### src/sle_pkg.sv
// ----------------------------------------------------------------------------
// Scancode line editor package
// Word types, request codes, key constants and the set-1 US key table.
// ----------------------------------------------------------------------------
package sle_pkg;

  localparam int LINE_CAPACITY = 128;
  localparam int ADDR_W = (LINE_CAPACITY > 1) ? $clog2(LINE_CAPACITY) : 1;
  localparam int CNT_W = $clog2(LINE_CAPACITY + 1);
  localparam int CMP_W = 16;

  localparam logic [7:0] SC_SCROLL_LOCK = 8'd70;
  localparam logic [7:0] SC_DELETE = 8'd83;
  localparam logic [6:0] CH_BACKSPACE = 7'd8;
  localparam logic [6:0] CH_ENTER = 7'd10;

  typedef enum logic [1:0] {
    REQ_SCAN  = 2'd0,
    REQ_START = 2'd1,
    REQ_TAKE  = 2'd2,
    REQ_READ  = 2'd3
  } req_t;

  typedef struct packed {
    req_t       req_type;
    logic [7:0] scancode;
    logic [6:0] read_index;
  } in_word_t;

  typedef struct packed {
    logic        echo_valid;
    logic [6:0]  echo_char;
    logic        line_done;
    logic [7:0]  line_length;
    logic        key_valid;
    logic [14:0] key_code;
    logic [6:0]  read_char;
    logic        reboot_request;
  } out_word_t;

  function automatic logic [6:0] key_char(input logic [6:0] code);
    logic [6:0] c;
    c = 7'h00;
    unique case (code)
      7'd1:  c = 7'h1b;
      7'd2:  c = 7'h31;
      7'd3:  c = 7'h32;
      7'd4:  c = 7'h33;
      7'd5:  c = 7'h34;
      7'd6:  c = 7'h35;
      7'd7:  c = 7'h36;
      7'd8:  c = 7'h37;
      7'd9:  c = 7'h38;
      7'd10: c = 7'h39;
      7'd11: c = 7'h30;
      7'd12: c = 7'h2d;
      7'd13: c = 7'h3d;
      7'd14: c = 7'h08;
      7'd15: c = 7'h09;
      7'd16: c = 7'h71;
      7'd17: c = 7'h77;
      7'd18: c = 7'h65;
      7'd19: c = 7'h72;
      7'd20: c = 7'h74;
      7'd21: c = 7'h79;
      7'd22: c = 7'h75;
      7'd23: c = 7'h69;
      7'd24: c = 7'h6f;
      7'd25: c = 7'h70;
      7'd26: c = 7'h5b;
      7'd27: c = 7'h5d;
      7'd28: c = 7'h0a;
      7'd30: c = 7'h61;
      7'd31: c = 7'h73;
      7'd32: c = 7'h64;
      7'd33: c = 7'h66;
      7'd34: c = 7'h67;
      7'd35: c = 7'h68;
      7'd36: c = 7'h6a;
      7'd37: c = 7'h6b;
      7'd38: c = 7'h6c;
      7'd39: c = 7'h3b;
      7'd40: c = 7'h27;
      7'd41: c = 7'h60;
      7'd43: c = 7'h5c;
      7'd44: c = 7'h7a;
      7'd45: c = 7'h78;
      7'd46: c = 7'h63;
      7'd47: c = 7'h76;
      7'd48: c = 7'h62;
      7'd49: c = 7'h6e;
      7'd50: c = 7'h6d;
      7'd51: c = 7'h2c;
      7'd52: c = 7'h2e;
      7'd53: c = 7'h2f;
      7'd55: c = 7'h2a;
      7'd57: c = 7'h20;
      7'd74: c = 7'h2d;
      7'd78: c = 7'h2b;
      default: c = 7'h00;
    endcase
    return c;
  endfunction

endpackage

### src/sle_line_ram.sv
// ----------------------------------------------------------------------------
// Line buffer RAM
// Single write port and one read port with registered read data.
// ----------------------------------------------------------------------------
module sle_line_ram #(
  parameter int DEPTH = 128,
  parameter int WIDTH = 7,
  parameter int AW = (DEPTH > 1) ? $clog2(DEPTH) : 1
) (
  input  logic             clk,
  input  logic             wr_en,
  input  logic [AW-1:0]    wr_addr,
  input  logic [WIDTH-1:0] wr_data,
  input  logic             rd_en,
  input  logic [AW-1:0]    rd_addr,
  output logic [WIDTH-1:0] rd_data
);

  logic [WIDTH-1:0] mem [DEPTH];

  always_ff @(posedge clk) begin
    if (wr_en) begin
      mem[wr_addr] <= wr_data;
    end
  end

  always_ff @(posedge clk) begin
    if (rd_en) begin
      rd_data <= mem[rd_addr];
    end
  end

endmodule

### src/scancode_line_editor_core.sv
// ----------------------------------------------------------------------------
// Scancode line editor core
// A result word is registered at input accept and appears in the next cycle.
// Throughput: one word per cycle unless the result stalls; the scalar state
// updates at accept and the line buffer RAM is written and read at accept.
// Reset clears the line count, key, sequence counter, echo enable (to 1) and
// output valid; the line buffer RAM is not cleared and needs no clearing pass.
// ----------------------------------------------------------------------------
module scancode_line_editor_core (
  input  logic              clk,
  input  logic              rst,
  input  logic              in_valid,
  output logic              in_ready,
  input  sle_pkg::in_word_t  in_word,
  output logic              out_valid,
  input  logic              out_ready,
  output sle_pkg::out_word_t out_word,
  input  logic              cfg_valid,
  output logic              cfg_ready,
  input  logic              cfg_data
);

  logic echo_enable;
  logic [sle_pkg::CNT_W-1:0] char_count, char_count_next;
  logic input_complete, input_complete_next;
  logic [14:0] last_key, last_key_next;
  logic [1:0] sequence_count, sequence_count_next;

  sle_pkg::out_word_t out_reg, out_reg_next;
  logic read_hit, read_hit_next;
  logic [6:0] rd_data;

  logic accept;
  logic press;
  logic quiet;
  logic append;
  logic [6:0] c;

  assign cfg_ready = 1'b1;
  assign in_ready = !out_valid || out_ready;
  assign accept = in_valid && in_ready;
  assign press = !in_word.scancode[7];
  assign c = sle_pkg::key_char(in_word.scancode[6:0]);

  always_comb begin
    char_count_next = char_count;
    input_complete_next = input_complete;
    last_key_next = last_key;
    sequence_count_next = sequence_count;
    out_reg_next = '0;
    read_hit_next = 1'b0;
    quiet = 1'b0;
    append = 1'b0;
    unique case (in_word.req_type)
      sle_pkg::REQ_SCAN: begin
        if (press) begin
          last_key_next = {in_word.scancode[6:0], 1'b0, c};
          out_reg_next.echo_char = c;
          if (c == sle_pkg::CH_ENTER) begin
            input_complete_next = 1'b1;
          end else if (c == sle_pkg::CH_BACKSPACE) begin
            if (char_count != '0) begin
              char_count_next = char_count - 1'b1;
            end else begin
              quiet = 1'b1;
            end
          end else if (char_count < sle_pkg::CNT_W'(sle_pkg::LINE_CAPACITY)
                       && !input_complete) begin
            if (c != 7'd0) begin
              append = 1'b1;
              char_count_next = char_count + 1'b1;
            end
          end else begin
            input_complete_next = 1'b1;
          end
          out_reg_next.echo_valid = echo_enable && !quiet && (c != 7'd0);
          priority if (in_word.scancode == sle_pkg::SC_SCROLL_LOCK) begin
            if (sequence_count < 2'd2) begin
              sequence_count_next = sequence_count + 2'd1;
            end
          end else if (sequence_count == 2'd2
                       && in_word.scancode == sle_pkg::SC_DELETE) begin
            out_reg_next.reboot_request = 1'b1;
            sequence_count_next = 2'd0;
          end else begin
            sequence_count_next = 2'd0;
          end
        end
      end
      sle_pkg::REQ_START: begin
        input_complete_next = 1'b0;
        char_count_next = '0;
      end
      sle_pkg::REQ_TAKE: begin
        out_reg_next.key_valid = (last_key != 15'd0);
        out_reg_next.key_code = last_key;
        last_key_next = 15'd0;
      end
      sle_pkg::REQ_READ: begin
        read_hit_next = sle_pkg::CMP_W'(in_word.read_index)
                        < sle_pkg::CMP_W'(char_count);
      end
      default: begin
        read_hit_next = 1'b0;
      end
    endcase
    out_reg_next.line_done = input_complete_next;
    out_reg_next.line_length = 8'(char_count_next);
  end

  always_ff @(posedge clk) begin
    if (rst) begin
      echo_enable <= 1'b1;
      char_count <= '0;
      input_complete <= 1'b1;
      last_key <= 15'd0;
      sequence_count <= 2'd0;
      out_valid <= 1'b0;
    end else begin
      if (cfg_valid && cfg_ready) begin
        echo_enable <= cfg_data;
      end
      if (accept) begin
        char_count <= char_count_next;
        input_complete <= input_complete_next;
        last_key <= last_key_next;
        sequence_count <= sequence_count_next;
        out_valid <= 1'b1;
      end else if (out_ready) begin
        out_valid <= 1'b0;
      end
    end
  end

  always_ff @(posedge clk) begin
    if (accept) begin
      out_reg <= out_reg_next;
      read_hit <= read_hit_next;
    end
  end

  sle_line_ram #(
    .DEPTH(sle_pkg::LINE_CAPACITY),
    .WIDTH(7)
  ) u_line_ram (
    .clk    (clk),
    .wr_en  (accept && append),
    .wr_addr(char_count[sle_pkg::ADDR_W-1:0]),
    .wr_data(c),
    .rd_en  (accept),
    .rd_addr(sle_pkg::ADDR_W'(in_word.read_index)),
    .rd_data(rd_data)
  );

  always_comb begin
    out_word = out_reg;
    out_word.read_char = read_hit ? rd_data : 7'd0;
  end

endmodule

### config.mk
export PLATFORM = sky130hd
export DESIGN_NAME = scancode_line_editor_core
export DESIGN_NICKNAME = d
export VERILOG_FILES = /design/src/sle_pkg.sv /design/src/sle_line_ram.sv /design/src/scancode_line_editor_core.sv
export SDC_FILE = /design/constraint.sdc
export NUM_CORES = 1
export LEC_CHECK = 0
export CAP_MARGIN = 0
export CORE_AREA = 2 2 320 322
export DETAILED_ROUTE_END_ITERATION = 10
export DIE_AREA = 0 0 322 324
export DONT_BUFFER_PORTS = 1
export GPL_TIMING_DRIVEN = 0
export SLEW_MARGIN = 30
export SYNTH_ARGS = -nofsm -noshare
export SYNTH_HDL_FRONTEND = slang
export SYNTH_SLANG_ARGS = --single-unit
### constraint.sdc
create_clock -name clk -period 5.8 [get_ports clk]
set_input_delay 0.58 -clock clk [delete_from_list [all_inputs] [get_ports clk]]
set_output_delay 0.58 -clock clk [all_outputs]
set_load 0.01 [all_outputs]
==> reports/qor.yml, run 1 <==
status: "finished clean"
layout.nets: 2079
dp_slack_ns: 0.171
synth_ff_type: "edfxtp_1"
grt_pass1_vias: 20023
ant_nets: 0
final_hold_viol_count: 0
async_flop_share: 0
cts_buffers: 97
setup_viol: 0
place_congestion: 0.896
synthTopCellsByArea: "edfxtp_1, mux4_2, nor2_1"
ys_ff_latch: 964
critPathLaunchType: "input pin"
dieArea_sq_mm: 0.104
ctsRootBufferMaster: "clkbuf_16"
maxSlewHeadroom: 0.345
setup_tns_ns: 0
drv_slew: 0
crit_required_ns: 6.10
drive_gt1_frac: 0.261
cts_hold_buf: 0
final_cell_mix: "edfxtp_1, mux4_2, nor2_1, clkbuf_16, clkbuf_1"
intPower_mw: 11.5
rows: 117
vias: 19792
worstSkewPairLatency_ns: 0.68
h-tree-depth: 3
avgSynthCellArea_sq_um: 20.4
synth_cell_types: 81
rsz0062_at_grt: "false"
die_h_um: 324
clkPwrFrac: 0.414
synth_top_cell_by_area: "edfxtp_1"
synthToLayoutAreaGrowth_pct: 13.0
floorplan.initialDensity: 0.388
final_cells: 3425
fin_crit_sh: 0.847
synth_cells: 1925
placed_cells: 3246
p_sw_frac: 0.222
n_antenna_cell: 0
yosys.area.top_type_share: 0.718
setup_ws_ns: 0.886
critPathKind: "in2reg"
finalClockSkew_ns: 0.0523
post_drt_wl_per_cell_um: 28.8
worstSetupEndpointType: "flop"
synthesis.area_sq_mm: 0.0392
yosysWarnings: 0
p_per_area_mw_per_mm2: 335
critPathArrivalTime_ns: 5.21
drcViolationCount: 0
clockBufferDepth: 3
synth_enable_flop_cells: 937
cts_tree: "yes"
grt.overflow.total: 0
viasPerCell: 5.78
switchingPower_mw: 3.29
p_seq_frac: 0.523
pwr-share-comb: 0.062
drtPass1Iterations: 5
io_pins: 67
coreArea_sq_mm: 0.101
antenna_found_initial: 4
cap_violations: 0
ir_drop_mv: 0.234
wl_mm: 98.6
port_buffers: 0
mostFrequentLayoutCell: "edfxtp_1"
grt_pass1_wl_mm: 143
min_period_ns: 4.91
grt_max_degree: 89
post_cts_buffers: 0
cts_resized: 0
clk_pin_slew_ns: 0.06
holdWs_ns: 0.0355
seq_area_frac_synth: 0.732
fmax_mhz: 203
hp-class: "in2reg"
die_x_um: 322
cp_max_fo: 68
synth_fp_nets: 1968
worst_pin_slew_ns: 0.983
hpwl_mm: 65.9
track_usage: 0.191
cts_sinks: 964
drt-initial-drc-count: 2251
p_leak_nw: 13.8
-- metrics by stage --
step	utilization	cell area (sq um)	total power [mW]
2_1_floorplan	-	39200	8.46
5_1_grt	0.438	44300	15.2
4_1_cts	0.438	44300	14.9
3_3_place_gp	0.404	40800	8.81
3_5_place_dp	0.408	41200	8.83
6_report	0.438	44300	14.8
-- path summary, 6_finish.rpt --
path | startpoint | endpoint | slack [ns] | cells after the start
setup / recovery | in_word[7] | u_line_ram.mem[1][0] | 0.89 | 13
hold / removal | in_valid | out_valid | 0.04 | 2
setup reg to reg | out_valid | u_line_ram.mem[1][0] | 1.34 | 9
hold reg to reg | echo_enable | echo_enable | 0.50 | 2
-- final cells by class --
type                            instances  area, sq um
Clock buffer                          115         2500
Buffer                                113          587
Multi-Input combinational cell        825         9880
Inverter                               23          101
Clock inverter                         64          607
Sequential cell                       964        28700
Tap cell                             1309         1640
Fill cell                            8656        56700
Timing Repair Buffer                   12          292
-- flip-flops by register name, summed over array words and instances (netlist names), 2 cells and up --
signal,count
char_count,8
u_line_ram.rd_data,7
u_line_ram.mem,896
sequence_count,2
out_word,33
last_key,14
-- power groups by stage --
| stage | Combinational (mW) | Clock (mW) | Sequential, mW |
|---|---|---|---|
| 4_1_cts | 0.932 | 6.24 | 7.75 |
| 5_1_grt | 0.979 | 6.51 | 7.75 |
| 3_3_place_gp | 0.862 | 0 | 7.95 |
| 3_5_place_dp | 0.930 | 0 | 7.90 |
| 2_1_floorplan | 0.550 | 0 | 7.91 |
| 6_report | 0.924 | 6.14 | 7.75 |
-- worst max-delay path, stage by stage --
cell	delay, ns
buf_2	0.21
inv_1	0.13
ha_1	0.33
mux2_2	0.30
a31oi_1	0.17
and4_1	0.22
buf_6	0.46
nor3_4	0.14
o2111a_1	0.26
a21oi_2	0.40
nand4_1	0.80
buf_4	0.56
nor2_1	0.61
-- cell families (layout without fill, tap and decap cells) --
| kind of cell | count (synthesis) | after routing | synth area share |
|---|---|---|---|
| flip-flops | 964 | 964 | 0.732 |
| XOR/XNOR | 3 | 3 | 0.000671 |
| multiplexers | 311 | 311 | 0.174 |
| AND/OR/NAND/NOR | 353 | 353 | 0.0439 |
| buffers and inverters | 136 | 327 | 0.0166 |
| other | 2 | 2 | 0.000192 |
| AO/OA/AOI/OAI | 136 | 136 | 0.0267 |
| adder cells (fa/ha/maj) | 20 | 20 | 0.00639 |
-- routing by layer --
layer  vias to the layer above  GRT usage  routed length (um)
li1                       8213          -                   -
met1                     10549      0.262               40400
met2                       862      0.312               48100
met3                       162     0.0353                7640
met4                         6     0.0557                2460
met5                         -          0                  41
-- cells in the mapped netlist (8+ instances only) --
cell type    n
mux4_2     294
buf_1       15
nor2_1     167
o211ai_1     8
mux2_2      11
buf_4        9
clkbuf_1    49
nand4_1      9
nand2b_1    12
nand2_1     50
a22oi_1     17
ha_1        20
buf_2       32
nor2b_1     13
o21ai_0     16
dfxtp_1     27
a21oi_1     19
nor3_1      12
inv_1       22
edfxtp_1   937
a21o_1       8
nand3_1     17
and2_1      27
Power figures use the tool's default switching activity.
==> inputs of run 2 (changes only) <==
Clock period 5.8 ns to 5.1 ns, I/O delays scaled along.
==> run 2 against run 1 <==
Effect of this change: wire length about the same; hold slack improved by 0.033 ns; total power increased by 14%; largest cell class unchanged; via count increased by 0.17%; worst setup slack got worse by 0.67 ns; non-clock buffer count increased by 5; die area unchanged; register-to-register slack got worse by 0.71 ns; sequential share of layout area decreased by 0.073 points.
==> reports/qor.yml, run 2 (synthesis gave the netlist of run 1 again) <==
status: "finished clean"
antenna_found_initial: 4  # unchanged
setup_tns_ns: 0  # unchanged
path_cells: "buf_2, inv_1, ha_1, mux2_2, a31oi_1, and4_1, buf_6, nor3_4, o2111a_1, a21oi_2, nand4_1, buf_4, nor2_1"
grt.overflow.total: 0  # unchanged
n_antenna_cell: 0  # unchanged
synthToLayoutAreaGrowth_pct: 13.1
place_congestion: 0.896  # unchanged
clk_pin_slew_ns: 0.06  # about the same
ctsRootBufferMaster: "clkbuf_16"
final_cell_mix: "edfxtp_1, mux4_2, nor2_1, clkbuf_16, clkbuf_1"
rows: 117  # unchanged
wl_mm: 98.6  # about the same
top_register: "u_line_ram.mem"
critPathKind: "in2reg"
cp_slowest_cell: "nand4_1"
grtUsageMet1: 0.262  # about the same
grt_max_degree: 89  # unchanged
setup_viol: 0  # unchanged
worstSkewPairLatency_ns: 0.68  # about the same
final_area_sq_mm: 0.0443  # +0.11%
ir_drop_mv: 0.266  # +14%
port_buffers: 0  # unchanged
vias: 19825  # +0.17%
worstSetupEndpointType: "flop"
final_hold_viol_count: 0  # unchanged
grt_use_met2: 0.312  # about the same
io_pins: 67  # unchanged
hp-class: "in2reg"
critPathLaunchType: "input pin"
fmax_mhz: 205
post_drt_wl_per_cell_um: 28.7  # -0.18%
grt_pass1_vias: 20036  # +0.065%
cts_buffers: 97  # unchanged
floorplan.initialDensity: 0.388  # unchanged
final_cells: 3430  # +0.15%
critPathArrivalTime_ns: 5.17  # -0.04 ns
p_leak_nw: 13.8  # +0.14%
track_usage: 0.191  # about the same
power_mw: 16.9  # +14%
r2r-start: "out_valid"
layout.nets: 2084  # +0.24%
drv_slew: 0  # unchanged
crit_start: "in_word[7]"
die_x_um: 322  # unchanged
rsz0062_at_grt: "false"
p_per_area_mw_per_mm2: 380  # +14%
clockBufferDepth: 3  # unchanged
largest_reg_flops: 896  # unchanged
grt_pass1_wl_mm: 143  # about the same
min_period_ns: 4.88
cp_max_fo: 68  # unchanged
ant_nets: 0  # unchanged
grt_busiest_layer: "met2"
hp-start: "rst"
hpwl_mm: 65.9  # unchanged
h-tree-depth: 3  # unchanged
use_met3: 0.0353  # unchanged
finalClockSkew_ns: 0.0527  # +0.000442 ns
cap_violations: 0  # unchanged
crit_required_ns: 5.39  # -0.71 ns
mostFrequentLayoutCell: "edfxtp_1"
dieArea_sq_mm: 0.104  # unchanged
drive_gt1_frac: 0.260  # -0.000615
cts_resized: 0  # unchanged
cts_tree: "yes"
final_util: 0.439  # +0.000496
nFillCells: 8654  # -0.023%
regArea_sq_mm: 0.0287  # unchanged
cts_sinks: 964  # unchanged
viasPerCell: 5.78  # about the same
drcViolationCount: 0  # unchanged
fin_crit_sh: 0.957
worst_pin_slew_ns: 0.970  # -0.0133 ns
die_h_um: 324  # unchanged
max_stage_delay_ns: 0.81  # about the same
coreArea_sq_mm: 0.101  # unchanged
drt-initial-drc-count: 2283  # +1.4%
reg2reg_slack_ns: 0.63  # -0.71 ns
multi_input_comb_area_sq_mm: 0.00988  # unchanged
drtPass1Iterations: 6  # +1
placed_cells: 3246  # unchanged
maxSlewHeadroom: 0.353  # +0.00886
placed_cell_area_sq_mm: 0.0412  # unchanged
run 2: cell count changes in the layout (fill, tap and decap cells not counted):
cell / previous run / this run
dlygate4sd3_1: 0 / 5
run 2: stage by stage:
stage                     hold WS (ns)  setup slack (ns)
final                           0.0680             0.217
after global placement           0.477             -1.79
after global routing            0.0555            0.0173
after CTS                       0.0318             0.245
after detailed placement         0.485            -0.459
after floorplan                  0.440             0.754
run 2: repair_timing:
action / in CTS / in global routing
buffers inserted: 0 / 0
endpoints found under the hold margin: 3 / 0
hold buffers: 5 / 0
run 2: layer usage:
metal / part of all wire / vias to the layer above / wire [um]
met2: 0.49 / 856 / 48200
li1: - / 8216 / -
met1: 0.41 / 10588 / 40400
met4: 0.025 / 6 / 2490
met3: 0.075 / 159 / 7400
met5: 0.00042 / - / 41
run 2: path summary, 6_finish.rpt:
path	endpoint	cells past startpoint
max	u_line_ram.mem[81][6]	13
min	char_count[4]	3
max reg2reg	u_line_ram.mem[81][6]	9
min reg2reg	sequence_count[0]	2
run 2: final cells by class:
type	count	area share
flip-flops and latches	964	0.647
clock buffers	115	0.0565
inverters	23	0.00229
multi-input cells	825	0.223
well taps	1309	0.0369
plain buffers	113	0.0132
clock inverters	64	0.0137
repair buffers	17	0.00770
run 2: power by group:
part | leakage (nW) | switching, mW | internal [mW]
combinational | 3.47 | 0.671 | 0.384
clock | 1.49 | 3.04 | 3.94
sequential | 8.81 | 0.0201 | 8.80
total | 13.8 | 3.73 | 13.1
run 2: worst max-delay path: cells and delay by family:
family	cells	cell delay [ns]
simple gates	4	1.77
buf+inv	4	1.38
compound gates	3	0.82
fa+ha+maj	1	0.33
mux	1	0.30
